**config.mk**
```make
export PLATFORM = sky130hd
export DESIGN_NAME = vfc_ram
export DESIGN_NICKNAME = d
export VERILOG_FILES = /design/src/hdl/vfc_pkg.sv /design/src/hdl/vfc_ram.sv
export SDC_FILE = /design/constraint.sdc
export NUM_CORES = 2
export LEC_CHECK = 0
export BUFFER_PORTS_ARGS = -buffer_cell sky130_fd_sc_hd__buf_2
export CAP_MARGIN = 20
export CORE_ASPECT_RATIO = 1.4
export CORE_MARGIN = 2
export CORE_UTILIZATION = 25
export CTS_BUF_LIST = sky130_fd_sc_hd__clkbuf_8
export CTS_CLUSTER_DIAMETER = 60
export CTS_CLUSTER_SIZE = 14
export DETAILED_ROUTE_END_ITERATION = 8
export GPL_TIMING_DRIVEN = 0
export SLEW_MARGIN = 5
export SYNTH_ARGS = -nofsm -noshare
export SYNTH_HDL_FRONTEND = slang
export SYNTH_SLANG_ARGS = --single-unit
```
**constraint.sdc**
```tcl
create_clock -name clk -period 8.1 [get_ports clk]
set_clock_uncertainty 0.2 [all_clocks]
set_input_delay 0.81 -clock clk [delete_from_list [all_inputs] [get_ports clk]]
set_output_delay 0.81 -clock clk [all_outputs]
set_load 0.01 [all_outputs]
```
**src/hdl/vfc_pkg.sv**
```systemverilog
`default_nettype none
package vfc_pkg;

  // Chunk dimensions
  localparam int SIZE_X_DEF = 16;
  localparam int SIZE_Y_DEF = 16;
  localparam int SIZE_Z_DEF = 256;

  // Stored voxel width
  localparam int VOXEL_W = 8;

  // Stream payload widths
  localparam int IN_DATA_W  = 24;
  localparam int IN_USER_W  = 2;
  localparam int OUT_DATA_W = 80;

  // Configuration port
  localparam int CFG_IDX_W  = 8;
  localparam int CFG_DATA_W = 16;

  localparam logic [CFG_IDX_W-1:0] REG_CHUNK_X = 8'd0;
  localparam logic [CFG_IDX_W-1:0] REG_CHUNK_Y = 8'd1;

  // Input item kinds
  localparam logic [1:0] FUNC_LOAD  = 2'd0;
  localparam logic [1:0] FUNC_QUERY = 2'd1;
  localparam logic [1:0] FUNC_CLEAR = 2'd2;

endpackage
`default_nettype wire

```
**src/hdl/vfc_ram.sv**
```systemverilog
`default_nettype none
module vfc_ram #(
  parameter int WIDTH = vfc_pkg::VOXEL_W,
  parameter int DEPTH = 256
) (
  input  wire logic                     clk,
  input  wire logic                     we,
  input  wire logic [$clog2(DEPTH)-1:0] addr,
  input  wire logic [WIDTH-1:0]         wdata,
  output logic      [WIDTH-1:0]         rdata
);

  logic [WIDTH-1:0] mem [DEPTH];

  always_ff @(posedge clk) begin
    if (we) begin
      mem[addr] <= wdata;
    end
    rdata <= mem[addr];
  end

endmodule
`default_nettype wire

```
==> summary.txt <==
Run status
  • Outcome: completed

Power and ir drop
  • Logic pwr share: 0.060
  • IR drop worst, VDD: 0.0001140 V
  • Switching pwr: 0.004048 W
  • Internal power: 0.01404 W
  • Flop pwr share: 0.648
  • Power Density: 207.7 nW/um^2
  • Clock power frac: 0.293
  • Net Sw Frac: 0.2237
  • LEAKAGE: 24.98 nW

Floorplan
  • Starting Density: 0.2511
  • IO Pins: 26
  • DIE AREA: 318500 sq um
  • Die Wd: 477.6 um
  • Row count: 243
  • Core Region: 312600 sq um
  • Die H: 667.0 um

Routing
  • Highest Signal Layer: met5
  • Routed via count: 37590
  • First-pass DRT Iterations: 7
  • Routed length on met1: 71.77 mm
  • Vias per inst: 4.710
  • Wire per inst: 27.01 um
  • Routed WL: 215.6 mm
  • DRC: 0
  • Routed wl met2: 112.8 mm
  • Post-route ant nets: 0
  • Met3 wire length: 15.40 mm
  • Drt first-iter violations: 4169

Min path
  • Hold/Removal Path Class: input pin to register

CTS
  • Post-CTS resize count: 0
  • Clk buf depth: 4
  • Clock sinks: 2056
  • Hold_buf cts: 0
  • Skew-Pair Late Insertion Delay: 940 ps
  • # H-tree levels: 4
  • Clk root buf: clkbuf_8
  • Inserted Clock Buffers: 173
  • CTS tree: yes
  • Number of setup buffers added after CTS: 0
  • Worst-path clk slew: 90 ps

Logic synthesis
  • Yosys warning count: 0
  • Cell Area, Synth: 78490 sq um
  • Yosys cell types: 22
  • Number of synthesized register bits: 2056
  • Syn Area/Cell: 22.13 sq um
  • Syn_nets: 3565
  • Cells after synthesis: 3547
  • Sequential area share after synthesis: 0.7855

Critical path
  • Critical path endpoint category: register
  • Cell mode on critical path: clkbuf_1
  • CP required: 8510 ps
  • Crit-path slowest cell: o41ai_1
  • Critical path, cell by cell: clkbuf_1 > nor2b_1 > clkbuf_1 > buf_2 > clkbuf_1 > a22oi_1 > a21oi_1 > o41ai_1 > nand4_1
  • CP Launch Type: input pin
  • Worst path top cell family by delay: buffers and inverters
  • CP max stage delay: 1150 ps
  • Max FO, Critical Path: 10
  • Crit Path Category: input pin to register
  • Buf/Inv on CP: 4
  • Arr. time, crit path: 5680 ps

Global routing
  • Vias in the first global route: 38870
  • GR Util All Layers: 0.1313
  • Global route total overflow: 0
  • First-pass GRT wire length: 299.7 mm
  • Largest net degree at the start of global routing: 153
  • Initial antenna violation count: 12

Timing
  • Peak Freq: 189.6 MHz
  • Final setup viols: 0
  • WHS: 94.00 ps
  • Unrepaired setup endpoints after global routing: false
  • Sum Neg Setup Slack: 0 ps
  • Final Hold Fails: 0
  • Final Max Slew Viols: 0
  • Worst-margin pin slew: 1274 ps
  • Final period util: 0.6511
  • Post-route minimum period: 5274 ps
  • Worst setup margin: 2826 ps
  • Slew margin rel.: 0.1508

Layout
  • Nets: 3808
  • Layout area overhead: 10.94%
  • Post-layout util: 0.2786
  • Share of layout cells above drive strength 1: 0.2239

Placement
  • Final RePlAce weighted congestion: 0.9121
  • Post-DP HPWL: 147.3 mm
  • Setup WS pre-CTS: 2120 ps
  • Port bufs: 21

Flow run
  • Max Cap Viol: 0
[layout by cell type, fill, tap and decap left out]
cell	netlist	layout
buf_4	16	40
or3_1	1	1
and2_1	3	3
buf_12	0	3
buf_2	36	54
clkinvlp_4	0	2
buf_1	19	19
nor2b_1	7	7
nand3_1	13	13
or2_2	2	2
a21oi_1	128	128
clkbuf_2	0	19
mux4_2	512	512
a22oi_1	256	256
inv_6	0	2
buf_6	16	19
nand4_1	8	8
diode_2	0	7
o41ai_1	32	32
bufinv_16	0	1
nand2_1	28	28
clkinv_4	0	1
inv_1	1	12
buf_16	0	10
nor3_2	0	3
nor3_1	30	27
clkbuf_1	145	126
clkbuf_8	0	175
dfxtp_1	8	8
nor2_1	232	232
edfxtp_1	2048	2048
nand2b_1	6	6
buf_8	0	10
clkinv_1	0	2
[logic make-up after synthesis]
group	Yosys count	share of synthesized area
AOI/OAI and AO/OA	416	0.03622
muxes	512	0.1469
DFF	2056	0.7855
and+or+nand+nor	330	0.01733
buffers and inverters	233	0.01401
[worst reg2reg max path: stages (launching register included)]
cell      delay (ps)
edfxtp_1         380
mux4_2           480
a22oi_1          390
a21oi_1          360
o41ai_1         1160
nand4_1          530
[synth_stat cells (all sizes together)]
master  instances  area [sq um]
a21oi         128         640.6
a22oi         256          1922
and2            3         18.77
buf            87         551.8
clkbuf        145         544.3
dfxtp           8         160.2
edfxtp       2048         61500
inv             1         3.750
mux4          512         11530
nand2          28         105.1
nand2b          6         37.54
nand3          13         65.06
nand4           8         50.05
nor2          232         870.8
nor2b           7         43.79
nor3           30         150.1
o41ai          32         280.3
or2             2         12.51
or3             1         6.260
[metrics by stage]
step	area, sq um	power, W	cells
floorplan	78490	0.01248	3547
global placement	83810	0.01304	7733
detailed placement	84530	0.01305	7780
CTS	87060	0.01820	7974
global route	87060	0.01854	7975
finish	87080	0.01809	7981
[power groups by stage]
| stage | clock (W) | sequential (W) | combinational, W |
|---|---|---|---|
| 5_1_grt | 0.00570 | 0.0117 | 0.00112 |
| 4_1_cts | 0.00539 | 0.0117 | 0.00109 |
| 2_1_floorplan | 0 | 0.0120 | 0.000521 |
| 3_5_place_dp | 0 | 0.0120 | 0.00109 |
| 6_report | 0.00529 | 0.0117 | 0.00108 |
| 3_3_place_gp | 0 | 0.0120 | 0.00104 |
[cell type report]
cell class                      count  area (sq um)
Fill cell                       30820        225500
Clock buffer                      175          2409
Multi-Input combinational cell   1258         15750
Timing Repair Buffer               68         789.5
Clock inverter                     19         120.1
Sequential cell                  2056         61660
Inverter                            1         3.754
Buffer                            232          1120
Antenna cell                        7         17.52
Tap cell                         4165          5211
[path summary, 6_finish.rpt]
| check | depth (start not counted) | slack (ps) | to | start |
|---|---|---|---|---|
| worst min register to register | 5 | 1010 | rdata[1] | mem[244][1] |
| worst max-delay path | 9 | 2830 | rdata[3] | addr[3] |
| worst min-delay path | 1 | 90 | mem[207][4] | wdata[4] |
| worst max register to register | 5 | 4280 | rdata[3] | mem[189][3] |
[registers in the layout, summed over array words and instances, names as in the netlist]
register and count:
mem 2048, rdata 8
[per-layer routing]
| layer | up-vias | global-route usage |
|---|---|---|
| li1 | 15380 | - |
| met1 | 20050 | 0.1394 |
| met2 | 1698 | 0.2378 |
| met3 | 465 | 0.02365 |
| met4 | 8 | 0.08584 |
| met5 | - | 0 |
(Power assumes the default switching activity.)
